--- config.mk ---
export PLATFORM = sky130hd
export DESIGN_NAME = usb_config_descriptor_endpoint_finder
export DESIGN_NICKNAME = d
export VERILOG_FILES = /design/src/design/ucfg_pkg.sv /design/src/design/ucfg_parser.sv /design/src/design/usb_config_descriptor_endpoint_finder.sv
export SDC_FILE = /design/constraint.sdc
export NUM_CORES = 1
export LEC_CHECK = 0
export BUFFER_PORTS_ARGS = -buffer_cell sky130_fd_sc_hd__buf_2
export CAP_MARGIN = 15
export CORE_MARGIN = 1.5
export CORE_UTILIZATION = 30
export CTS_BUF_LIST = sky130_fd_sc_hd__clkbuf_16
export DETAILED_ROUTE_END_ITERATION = 10
export PLACE_DENSITY = 0.51
export SYNTH_ARGS = -nofsm -noshare
export SYNTH_HDL_FRONTEND = slang
export SYNTH_HIERARCHICAL = 1
export SYNTH_SLANG_ARGS = --single-unit
--- constraint.sdc ---
create_clock -name clk -period 10.48 [get_ports clk]
set_clock_uncertainty 0.2 [all_clocks]
set_input_delay 0.524 -clock clk [delete_from_list [all_inputs] [get_ports clk]]
set_output_delay 0.524 -clock clk [all_outputs]
set_load 0.05 [all_outputs]
--- src/design/ucfg_pkg.sv ---
package ucfg_pkg;

	localparam logic [7:0] TYPE_CONFIG = 8'h02;
	localparam logic [7:0] TYPE_INTERFACE = 8'h04;
	localparam logic [7:0] TYPE_ENDPOINT = 8'h05;
	localparam logic [7:0] CONFIG_SIZE = 8'd9;
	localparam logic [7:0] INTERFACE_SIZE = 8'd9;
	localparam logic [7:0] ENDPOINT_SIZE = 8'd7;
	localparam logic [1:0] XFER_INTERRUPT = 2'b11;
	localparam int DIR_IN_BIT = 7;
	localparam logic [16:0] OFFSET_MAX = 17'h1FFFF;

	localparam logic [10:0] MIN_IN_RESET = 11'd64;
	localparam logic [10:0] MIN_OUT_RESET = 11'd63;
	localparam logic [7:0] CLASS_RESET = 8'h03;

	typedef enum logic [1:0] {
		ST_OK = 2'd0,
		ST_INVALID = 2'd1,
		ST_NOT_FOUND = 2'd2
	} status_t;

	typedef enum logic [1:0] {
		REG_MIN_IN = 2'd0,
		REG_MIN_OUT = 2'd1,
		REG_CLASS = 2'd2
	} reg_idx_t;

	typedef struct packed {
		logic [10:0] min_in;
		logic [10:0] min_out;
		logic [7:0] tclass;
	} cfg_t;

	typedef struct packed {
		status_t status;
		logic [7:0] config_val;
		logic [7:0] num_interfaces;
		logic [7:0] intf_number;
		logic [7:0] alt_setting;
		logic [7:0] in_address;
		logic [7:0] in_interval;
		logic [10:0] in_packet_size;
		logic out_found;
		logic [7:0] out_address;
		logic [7:0] out_interval;
		logic [10:0] out_packet_size;
	} result_t;

endpackage

--- src/design/ucfg_parser.sv ---
module ucfg_parser import ucfg_pkg::*; (
	input logic clk,
	input logic arst_n,
	input logic fire,
	input logic [7:0] data_byte,
	input logic last_byte,
	input cfg_t cfg,
	output logic res_push,
	output result_t res
);

	typedef struct packed {
		logic [16:0] off;
		logic [15:0] tlen;
		logic [7:0] hlen;
		logic [7:0] dlen;
		logic [7:0] dleft;
		logic is_intf;
		logic is_ep;
		logic [7:0] s0;
		logic [7:0] s1;
		logic [7:0] s2;
		logic [2:0] s3;
		logic class_act;
		logic stop;
		logic perr;
		logic [7:0] intf_num;
		logic [7:0] alt;
		logic in_found;
		logic [7:0] in_addr;
		logic [7:0] in_ival;
		logic [10:0] in_size;
		logic out_found;
		logic [7:0] out_addr;
		logic [7:0] out_ival;
		logic [10:0] out_size;
		logic [7:0] cval;
		logic [7:0] count;
	} state_t;

	state_t st_q;
	state_t w;
	state_t st_d;
	logic walk;
	logic [7:0] idx;
	logic [15:0] rem;
	logic [15:0] new_tlen;
	logic [10:0] ep_size;
	logic [17:0] avail;
	logic invalid;

	always_comb begin
		w = st_q;
		walk = !st_q.perr && !st_q.stop &&
			(st_q.off < 17'd4 || st_q.off < {1'b0, st_q.tlen});
		idx = st_q.dlen - st_q.dleft;
		rem = st_q.tlen - st_q.off[15:0];
		new_tlen = {data_byte, st_q.s0};
		ep_size = {st_q.s3, st_q.s2};
		if (walk) begin
			if (st_q.dleft == 8'd0) begin
				if (st_q.off == 17'd0) begin
					w.hlen = data_byte;
					if (data_byte < CONFIG_SIZE) begin
						w.perr = 1'b1;
					end else begin
						w.dlen = data_byte;
						w.dleft = data_byte - 8'd1;
					end
				end else if (rem < 16'd2 || data_byte < 8'd2 || {8'd0, data_byte} > rem) begin
					w.perr = 1'b1;
				end else begin
					w.dlen = data_byte;
					w.dleft = data_byte - 8'd1;
				end
			end else begin
				w.dleft = st_q.dleft - 8'd1;
				if (idx == 8'd1) begin
					w.is_intf = (data_byte == TYPE_INTERFACE);
					w.is_ep = (data_byte == TYPE_ENDPOINT);
					if (st_q.off == 17'd1 && data_byte != TYPE_CONFIG) begin
						w.perr = 1'b1;
					end else if (data_byte == TYPE_INTERFACE) begin
						if (st_q.dlen < INTERFACE_SIZE) begin
							w.perr = 1'b1;
						end else if (st_q.class_act && st_q.in_found) begin
							w.stop = 1'b1;
						end
					end else if (data_byte == TYPE_ENDPOINT && st_q.class_act &&
						st_q.dlen < ENDPOINT_SIZE) begin
						w.perr = 1'b1;
					end
				end else begin
					if (idx == 8'd2) w.s0 = data_byte;
					if (idx == 8'd3) w.s1 = data_byte;
					if (idx == 8'd4) w.s2 = data_byte;
					if (idx == 8'd5) w.s3 = data_byte[2:0];
					if (st_q.off == 17'd3) begin
						w.tlen = new_tlen;
						if (new_tlen < {8'd0, st_q.hlen}) w.perr = 1'b1;
					end
					if (st_q.off == 17'd4) w.count = data_byte;
					if (st_q.off == 17'd5) w.cval = data_byte;
					if (st_q.is_intf && idx == 8'd5) begin
						w.class_act = (data_byte == cfg.tclass);
						w.in_found = 1'b0;
						w.out_found = 1'b0;
						if (data_byte == cfg.tclass) begin
							w.intf_num = st_q.s0;
							w.alt = st_q.s1;
						end
					end else if (st_q.is_ep && st_q.class_act && idx == 8'd6 &&
						st_q.s1[1:0] == XFER_INTERRUPT) begin
						if (st_q.s0[DIR_IN_BIT]) begin
							if (!st_q.in_found && ep_size >= cfg.min_in) begin
								w.in_found = 1'b1;
								w.in_addr = st_q.s0;
								w.in_ival = data_byte;
								w.in_size = ep_size;
							end
						end else if (!st_q.out_found && ep_size >= cfg.min_out) begin
							w.out_found = 1'b1;
							w.out_addr = st_q.s0;
							w.out_ival = data_byte;
							w.out_size = ep_size;
						end
					end
				end
			end
		end
		if (st_q.off != OFFSET_MAX) w.off = st_q.off + 17'd1;

		avail = {1'b0, st_q.off} + 18'd1;
		invalid = avail < {10'd0, CONFIG_SIZE} || w.perr || {2'd0, w.tlen} > avail;
		res = '0;
		if (invalid) begin
			res.status = ST_INVALID;
		end else begin
			res.config_val = w.cval;
			res.num_interfaces = w.count;
			if (!w.class_act || !w.in_found) begin
				res.status = ST_NOT_FOUND;
			end else begin
				res.status = ST_OK;
				res.intf_number = w.intf_num;
				res.alt_setting = w.alt;
				res.in_address = w.in_addr;
				res.in_interval = w.in_ival;
				res.in_packet_size = w.in_size;
				if (w.out_found) begin
					res.out_found = 1'b1;
					res.out_address = w.out_addr;
					res.out_interval = w.out_ival;
					res.out_packet_size = w.out_size;
				end
			end
		end

		res_push = fire && last_byte;
		if (!fire) begin
			st_d = st_q;
		end else if (last_byte) begin
			st_d = '0;
		end else begin
			st_d = w;
		end
	end

	always_ff @(posedge clk or negedge arst_n) begin
		if (!arst_n) begin
			st_q <= '0;
		end else begin
			st_q <= st_d;
		end
	end

endmodule

--- src/design/usb_config_descriptor_endpoint_finder.sv ---
// Parses a USB configuration descriptor fed one byte per item, the final byte
// flagged by last_byte, and reports the first interrupt IN and OUT endpoints
// of the interface whose class matches the class register. One byte is taken
// every clock cycle while in_ready is high; each byte updates the walk state
// in a single register stage. The result for the flagged byte is registered
// in the output register, or in one skid stage while the output stalls, so
// in_ready falls only when two results wait untaken. The three registers sit
// on the APB port at byte addresses 0x0, 0x4 and 0x8; the user must write them
// only while no buffer is in flight, as the block itself does not enforce it.
module usb_config_descriptor_endpoint_finder import ucfg_pkg::*; (
	input logic clk,
	input logic arst_n,
	input logic psel,
	input logic penable,
	input logic pwrite,
	input logic [3:0] paddr,
	input logic [31:0] pwdata,
	output logic [31:0] prdata,
	output logic pready,
	input logic in_valid,
	output logic in_ready,
	input logic [7:0] data_byte,
	input logic last_byte,
	output logic out_valid,
	input logic out_ready,
	output logic [1:0] status,
	output logic [7:0] config_val,
	output logic [7:0] num_interfaces,
	output logic [7:0] intf_number,
	output logic [7:0] alt_setting,
	output logic [7:0] in_address,
	output logic [7:0] in_interval,
	output logic [10:0] in_packet_size,
	output logic out_found,
	output logic [7:0] out_address,
	output logic [7:0] out_interval,
	output logic [10:0] out_packet_size
);

	cfg_t cfg_q;
	reg_idx_t reg_idx;
	logic fire;
	logic res_push;
	result_t res;
	result_t out_q;
	result_t skid_q;
	logic out_valid_q;
	logic skid_valid_q;
	logic out_stall;

	assign pready = 1'b1;
	assign reg_idx = reg_idx_t'(paddr[3:2]);

	always_ff @(posedge clk or negedge arst_n) begin
		if (!arst_n) begin
			cfg_q.min_in <= MIN_IN_RESET;
			cfg_q.min_out <= MIN_OUT_RESET;
			cfg_q.tclass <= CLASS_RESET;
		end else if (psel && penable && pwrite) begin
			unique case (reg_idx)
				REG_MIN_IN: cfg_q.min_in <= pwdata[10:0];
				REG_MIN_OUT: cfg_q.min_out <= pwdata[10:0];
				REG_CLASS: cfg_q.tclass <= pwdata[7:0];
				default: ;
			endcase
		end
	end

	always_comb begin
		unique case (reg_idx)
			REG_MIN_IN: prdata = {21'd0, cfg_q.min_in};
			REG_MIN_OUT: prdata = {21'd0, cfg_q.min_out};
			REG_CLASS: prdata = {24'd0, cfg_q.tclass};
			default: prdata = 32'd0;
		endcase
	end

	assign in_ready = !skid_valid_q;
	assign fire = in_valid && in_ready;

	ucfg_parser u_parser (
		.clk(clk),
		.arst_n(arst_n),
		.fire(fire),
		.data_byte(data_byte),
		.last_byte(last_byte),
		.cfg(cfg_q),
		.res_push(res_push),
		.res(res)
	);

	assign out_stall = out_valid_q && !out_ready;

	always_ff @(posedge clk or negedge arst_n) begin
		if (!arst_n) begin
			out_valid_q <= 1'b0;
			skid_valid_q <= 1'b0;
		end else if (out_stall) begin
			if (res_push) skid_valid_q <= 1'b1;
		end else if (skid_valid_q) begin
			out_valid_q <= 1'b1;
			skid_valid_q <= 1'b0;
		end else begin
			out_valid_q <= res_push;
		end
	end

	always_ff @(posedge clk) begin
		if (out_stall) begin
			if (res_push) skid_q <= res;
		end else if (skid_valid_q) begin
			out_q <= skid_q;
		end else if (res_push) begin
			out_q <= res;
		end
	end

	assign out_valid = out_valid_q;
	assign status = out_q.status;
	assign config_val = out_q.config_val;
	assign num_interfaces = out_q.num_interfaces;
	assign intf_number = out_q.intf_number;
	assign alt_setting = out_q.alt_setting;
	assign in_address = out_q.in_address;
	assign in_interval = out_q.in_interval;
	assign in_packet_size = out_q.in_packet_size;
	assign out_found = out_q.out_found;
	assign out_address = out_q.out_address;
	assign out_interval = out_q.out_interval;
	assign out_packet_size = out_q.out_packet_size;

endmodule
==> results.tsv, run 1 <==
stage	metric	value	unit
outcome	outcome	finished, final reports clean	
global_routing	largest net degree at the start of global routing	90	
clocking	TritonCTS buffer count	44	
detailed_routing	DR vias	14499	
placed_design	Final GP Congestion	0.8548	
setup_path	maximum fanout along the worst path	84	
power	leakage power	9.586	nW
global_routing	GR Overflow Total	0	
placed_design	Port Buffers	130	
finish	Layout area overhead	14.28	%
finish	layout cell share with drive strength beyond 1	0.2252	
yosys	ys async rst share	0.5401	
clocking	Skew-Pair Late Insertion Delay	0.58	ns
sta	pins over their slew limit	0	
detailed_routing	routed length per placed instance	19.81	µm
min_path	hold-critical path depth	2	
sta	RSZ-0062 raised after global routing	no	
yosys	Post-synth top flop	dfrtp_1	
setup_path	Required @ worst endpoint	10.72	ns
clocking	Sink Count	387	
clocking	clk root buf	clkbuf_16	
clocking	Post-CTS Setup Bufs	0	
sta	# setup viols final	0	
clocking	H-tree depth	2	
floorplanning	row count	96	
floorplanning	Starting Density	0.3038	
yosys	Ys Warns	6	
min_path	hold path startpoint	pwdata[0]	
floorplanning	core region area	0.06871	mm²
sta	TNS Setup	0	ns
sta	final setup margin	2.584	ns
yosys	post-synthesis sequential element count	387	
finish	fin nets	2043	
yosys	Mapped Cells	1780	
clocking	clock-pin transition on the worst setup and hold timing paths	0.06	ns
finish	most frequent cells in the layout	dfrtp_1 (198), edfxtp_1 (178), mux2_2 (155), buf_2 (129), nand2_1 (112)	
global_routing	first-pass GRT wire length	87820	µm
detailed_routing	Remaining DRCs	0	
floorplanning	Top Ports	176	
setup_path	critical path class	reg2reg	
setup_path	Reg2Reg Launch Point	u_parser/st_q[128]	
sta	min cycle time layout	7.896	ns
yosys	Synth cell types	91	
yosys	sequential element share of the synthesized area	0.5072	
global_routing	vias in the first global route	14453	
detailed_routing	DR pass1 iterations	5	
setup_path	length in cells of the worst reg-to-reg path	24	
floorplanning	Die Y	266.8	µm
setup_path	reg-to-reg endpoint	out_address[6]	
yosys	average size of a mapped cell	11.73	µm²
yosys	Post-synth EDFFs	178	
setup_path	critical path capture point type	register	
power	clock power share	0.312	
power	logic gate share of total power	0.286	
placed_design	Detailed Place HPWL	37760	µm
floorplanning	die area	0.07117	mm²
setup_path	Worst Setup Start Kind	register	
detailed_routing	WL final	56630	µm
global_routing	gr usage total	0.1581	
detailed_routing	Routed Antenna Nets	0	
floorplanning	die width	266.8	µm
sta	slew at the pin closest to its max-slew limit	1.148	ns
power	pwr/cell area	195.4	mW/mm²
setup_path	Critical Path AT	8.14	ns
finish	n_diodes	0	
run	number of max-cap violations	0	
sta	Fin. Hold Viols	0	
min_path	Hold EP	cfg_q[0]	
global_routing	initial antenna violation count	5	
detailed_routing	Vias/cell	5.073	
sta	relative slew slack	0.2349	
placed_design	Place WS	2.589	ns
power	VDD IR-drop max	0.1206	mV
setup_path	R2R Setup Slk	2.58	ns
power	sequential share of power	0.402	
detailed_routing	violation count after the first detailed-route iteration	1033	
clocking	maximum clock path buffer count	3	
power	Sw Pwr	1.633	mW
sta	Peak Freq	126.7	MHz
finish	commonest non-fill, non-tap cell in the layout	dfrtp_1	
power	Internal	3.029	mW
clocking	CTS tree	done	
yosys	Syn Std Cell Area	0.02087	mm²
sta	Min Hold Slack	0.03143	ns
sta	final period utilization	0.7534	
power	Sw Share	0.3503	
min_path	Hold WC Path Type	in2reg	
==> worst max-delay path, cell delays in order (launching register included) <==
cell and delay (ns):
dfrtp_1 0.40, inv_1 0.08, ha_1 0.14, inv_1 0.04, fa_1 0.41, a21oi_2 0.20
nor2_1 0.13, a2111oi_4 0.44, o22ai_1 0.20, a2111oi_4 0.68, nand4_1 0.40, nand3_2 0.52
mux2_2 0.42, ha_1 0.30, a21o_1 0.18, a21o_1 0.16, a221oi_1 0.38, o21ai_0 0.21
a221o_1 0.35, a32oi_1 0.20, or3_1 0.24, o311ai_4 0.21, buf_4 0.45, nor3b_1 0.50
mux2_2 0.24
==> cells by family after synthesis <==
group	count (synthesis)	synth area share
fa+ha+maj	100	0.06066
compound gates	367	0.1241
other cells	2	0.0003598
xor+xnor	33	0.01385
buf+inv	209	0.04562
simple gates	450	0.1258
mux	232	0.1225
flops	387	0.5072
==> Yosys cell counts (all sizes together), types with 11 or more instances <==
| library cell | count | share of area |
|---|---|---|
| a211oi | 14 | 0.0050 |
| a21o | 19 | 0.0068 |
| a21oi | 80 | 0.019 |
| a22o | 84 | 0.035 |
| and2 | 12 | 0.0036 |
| and3 | 15 | 0.0045 |
| buf | 56 | 0.018 |
| clkbuf | 65 | 0.012 |
| dfrtp | 200 | 0.24 |
| edfxtp | 178 | 0.26 |
| ha | 98 | 0.059 |
| inv | 87 | 0.016 |
| mux2 | 163 | 0.089 |
| mux2i | 69 | 0.033 |
| nand2 | 113 | 0.020 |
| nand2b | 19 | 0.0057 |
| nand3 | 23 | 0.0058 |
| nand4 | 18 | 0.0064 |
| nor2 | 74 | 0.014 |
| nor3 | 22 | 0.0055 |
| nor3b | 70 | 0.028 |
| nor4 | 17 | 0.0061 |
| nor4b | 25 | 0.010 |
| o21a | 11 | 0.0040 |
| o21ai | 80 | 0.020 |
| xnor2 | 30 | 0.013 |
==> power by group through the flow <==
stage | Combinational [mW] | Sequential (mW) | Clock, mW
3_5_place_dp | 1.32 | 1.90 | 0
3_3_place_gp | 1.30 | 1.89 | 0
6_report | 1.33 | 1.87 | 1.46
4_1_cts | 1.33 | 1.87 | 1.50
5_1_grt | 1.46 | 1.89 | 1.56
2_1_floorplan | 0.891 | 1.93 | 0
==> flip-flops by register name, indices dropped and copies added, names as in the netlist, 11 cells and up <==
register          flops
cfg_q                30
skid_q               89
u_parser/ep_size     11
u_parser/st_q       158
out_packet_size      11
in_packet_size       11
==> worst max path at each step <==
stage / startpoint / to / slack, ns
final: u_parser/st_q[128] / out_address[6] / 2.58
after global routing: u_parser/st_q[154] / out_address[6] / 2.07
after CTS: u_parser/st_q[154] / out_address[6] / 2.52
after detailed placement: u_parser/st_q[170] / config_val[6] / 2.59
after global placement: u_parser/st_q[154] / out_address[6] / 2.58
after floorplan: skid_valid_q / alt_setting[0] / 4.07
==> per-stage QoR <==
stage / instance area, µm² / instances / utilization / total power [mW]
2_1_floorplan: 20950 / 1800 / - / 2.817
3_3_place_gp: 22440 / 2769 / 0.3265 / 3.199
3_5_place_dp: 22440 / 2769 / 0.3265 / 3.221
4_1_cts: 23850 / 2857 / 0.3471 / 4.709
5_1_grt: 23850 / 2858 / 0.3472 / 4.918
6_report: 23850 / 2858 / 0.3472 / 4.662
==> per-layer routing <==
layer  share of wire  track usage  vias to the layer above
li1                -            -                     6797
met1            0.46       0.2184                     7269
met2            0.46       0.2530                      357
met3           0.053      0.02851                       74
met4           0.023      0.04423                        2
met5         0.00014            0                        -
==> final cells by class <==
type	count	area [µm²]
clock inverter	37	224.0
inverter	88	330.3
multi-input combinational	1204	9472
fill	6863	44850
clock buffer	45	1126
timing repair buffer	166	944.7
sequential	387	10590
tap	931	1165
==> repair_timing <==
| item | CTS | global route |
|---|---|---|
| resized for setup | 0 | 0 |
| hold endpoints to repair | 75 | 0 |
| hold buffers | 6 | 0 |
| endpoints found under the setup margin | 0 | 0 |
Power figures use the tool's default switching activity.
==> inputs of run 2 (changes only) <==
==> constraint.sdc (replaced) <==
create_clock -name clk -period 7.69 [get_ports clk]
set_clock_uncertainty 0.2 [all_clocks]
set_input_delay 0.3845 -clock clk [delete_from_list [all_inputs] [get_ports clk]]
set_output_delay 0.3845 -clock clk [all_outputs]
set_load 0.05 [all_outputs]
==> run 2 against run 1 <==
  * Critical path depth fell by 2
  * Cell area rose by 0.52%
  * Via count rose by 1.2%
  * Count of clock-buffer cells in the layout fell by 1
  * First-iteration DRC count fell by 1.5%
  * Power rose by 36%
  * Sequential share of layout area fell by 0.23 points
  * Sequential power rose by 36%
  * Wire length rose by 1.6%
==> results.tsv, run 2 (same netlist as run 1, synthesis figures left out) <==
stage	metric	value	unit
power	Internal	4.092	mW
clocking	clock-pin transition on the worst setup and hold timing paths	0.06	ns
clocking	Sink Count	387	
setup_path	crit-path cells	inv_1 -> ha_1 -> a21oi_1 -> o21ai_0 -> a2111oi_0 -> a21oi_1 -> o32a_1 -> nor2_1 -> nand3_2 -> buf_4 -> mux2_2 -> ha_1 -> and4_1 -> a221oi_1 -> o21ai_0 -> a221o_1 -> a32oi_1 -> or3_1 -> o311ai_4 -> buf_4 -> nor3b_1 -> mux2_2	
clocking	Post-CTS Setup Bufs	0	
setup_path	slowest CP cell	a2111oi_0	
global_routing	vias in the first global route	14476	
setup_path	critical path class	reg2reg	
floorplanning	Starting Density	0.3038	
sta	pins over their slew limit	0	
global_routing	largest net degree at the start of global routing	104	
power	Design Power	6.339	mW
detailed_routing	Remaining DRCs	0	
finish	Seq. cell area	0.01059	mm²
power	pwr/cell area	264.3	mW/mm²
floorplanning	die area	0.07117	mm²
power	leakage power	9.642	nW
detailed_routing	WL final	57560	µm
detailed_routing	DR pass1 iterations	5	
setup_path	reg-to-reg endpoint	out_address[5]	
power	Sw Share	0.3545	
sta	# setup viols final	0	
global_routing	initial antenna violation count	2	
sta	TNS Setup	0	ns
finish	commonest non-fill, non-tap cell in the layout	dfrtp_1	
placed_design	Final GP Congestion	0.8419	
clocking	maximum clock path buffer count	3	
setup_path	Worst Path Buf+Inv	3	
detailed_routing	Vias/cell	5.103	
detailed_routing	routed length per placed instance	20.02	µm
sta	Fin. Hold Viols	0	
setup_path	CP peak stage delay	0.81	ns
finish	Top Registers	u_parser/st_q x158, skid_q x89, cfg_q x30	
placed_design	Place WS	0.6610	ns
power	sequential share of power	0.402	
clocking	Skew-Pair Late Insertion Delay	0.58	ns
power	clock power share	0.304	
setup_path	R2R Setup Slk	0.47	ns
placed_design	cell count after placement	2779	
sta	slew at the pin closest to its max-slew limit	1.097	ns
floorplanning	Die Y	266.8	µm
setup_path	WP depth	22	
sta	RSZ-0062 raised after global routing	no	
min_path	hold path startpoint	data_byte[0]	
detailed_routing	Routed Antenna Nets	0	
clocking	PostCTS Resize Cnt	0	
placed_design	Port Buffers	130	
floorplanning	core region area	0.06871	mm²
setup_path	Worst Setup Start Kind	register	
setup_path	maximum fanout along the worst path	32	
floorplanning	Top Ports	176	
min_path	Hold WC Path Type	in2reg	
setup_path	Reg2Reg Launch Point	u_parser/st_q[154]	
placed_design	post-placement cell area	0.02251	mm²
setup_path	critical path capture point type	register	
finish	most frequent cells in the layout	dfrtp_1 (198), edfxtp_1 (178), mux2_2 (155), buf_2 (129), nand2_1 (112)	
clocking	H-tree depth	2	
finish	Layout area overhead	14.88	%
finish	fin nets	2060	
finish	Layout fillers	6848	
sta	relative slew slack	0.2683	
finish	max FFs per register	158	
sta	min cycle time layout	7.217	ns
power	VDD IR-drop max	0.1602	mV
setup_path	Required @ worst endpoint	7.93	ns
power	Sw Pwr	2.247	mW
finish	Design Area, Final	0.02398	mm²
setup_path	Crit path max-delay family	compound AO/OA/AOI/OAI gates	
floorplanning	die width	266.8	µm
sta	Peak Freq	138.6	MHz
run	number of max-cap violations	0	
clocking	CTS tree	done	
placed_design	Detailed Place HPWL	38160	µm
power	logic gate share of total power	0.294	
floorplanning	row count	96	
finish	final cell count without fillers	2875	
detailed_routing	violation count after the first detailed-route iteration	1018	
clocking	TritonCTS buffer count	44	
setup_path	Worst Setup SP	u_parser/st_q[154]	
outcome	outcome	finished, final reports clean	
global_routing	first-pass GRT wire length	87830	µm
sta	final setup margin	0.4733	ns
setup_path	Critical Path AT	7.46	ns
global_routing	gr usage total	0.1592	
finish	n_diodes	0	
clocking	clk root buf	clkbuf_16	
setup_path	crit path capture	out_address[5]	
finish	multi-input combinational cell area	0.009472	mm²
finish	Most flops, register	u_parser/st_q	
sta	final period utilization	0.9384	
detailed_routing	DR vias	14670	
setup_path	length in cells of the worst reg-to-reg path	22	
global_routing	GR Overflow Total	0	
finish	layout cell share with drive strength beyond 1	0.2299	
## run 2: metrics by stage
step                utilization  hold slack [ns]
floorplan                     -          -0.1111
global placement         0.3276           0.2637
detailed placement       0.3276           0.2707
CTS                      0.3486          0.09769
global route             0.3490           0.1595
finish                   0.3490           0.1359
## run 2: power groups by stage
stage	Clock, mW	Sequential, mW	Combinational (mW)
floorplan	0	2.62	1.21
finish	1.93	2.55	1.86
CTS	1.99	2.55	1.85
global placement	0	2.58	1.80
detailed placement	0	2.59	1.83
global route	2.07	2.57	2.02
## run 2: worst min-delay path by stage
stage / cells after the start / slack (ns) / endpoint
floorplan: 0 / -0.11 / cfg_q[14]
global placement: 2 / 0.26 / u_parser/st_q[9]
detailed placement: 2 / 0.27 / u_parser/st_q[9]
CTS: 3 / 0.1 / u_parser/st_q[0]
global route: 3 / 0.16 / u_parser/st_q[136]
finish: 3 / 0.14 / u_parser/st_q[0]
## run 2: layout make-up
type / instances / area share
clock buffer: 44 / 0.04592
clock inverter: 38 / 0.008714
inverter: 88 / 0.01378
multi-input combinational: 1204 / 0.3950
sequential: 387 / 0.4417
tap: 931 / 0.04858
timing repair buffer: 183 / 0.04628
## run 2: worst register-to-register path: stages (launching register included)
cell and delay [ns]:
dfrtp_1 0.39, inv_1 0.06, ha_1 0.44, a21oi_1 0.22, o21ai_0 0.20, a2111oi_0 0.81
a21oi_1 0.28, o32a_1 0.34, nor2_1 0.22, nand3_2 0.29, buf_4 0.29, mux2_2 0.29
ha_1 0.29, and4_1 0.22, a221oi_1 0.33, o21ai_0 0.22, a221o_1 0.35, a32oi_1 0.20
or3_1 0.26, o311ai_4 0.24, buf_4 0.36, nor3b_1 0.33, mux2_2 0.25
## run 2: routing by layer
layer  track usage  routed length [µm]  vias to the layer above
met1        0.2183               26190                     7350
li1              -                   -                     6831
met4       0.04638                1454                        2
met3       0.02408                2869                       88
met5             0                   9                        -
met2        0.2594               27040                      399
## run 2: repair_timing
action / 4_1_cts / 5_1_grt
endpoints found under the hold margin: 133 / 0
endpoints found under the setup margin: 0 / 0
hold buffers: 13 / 0
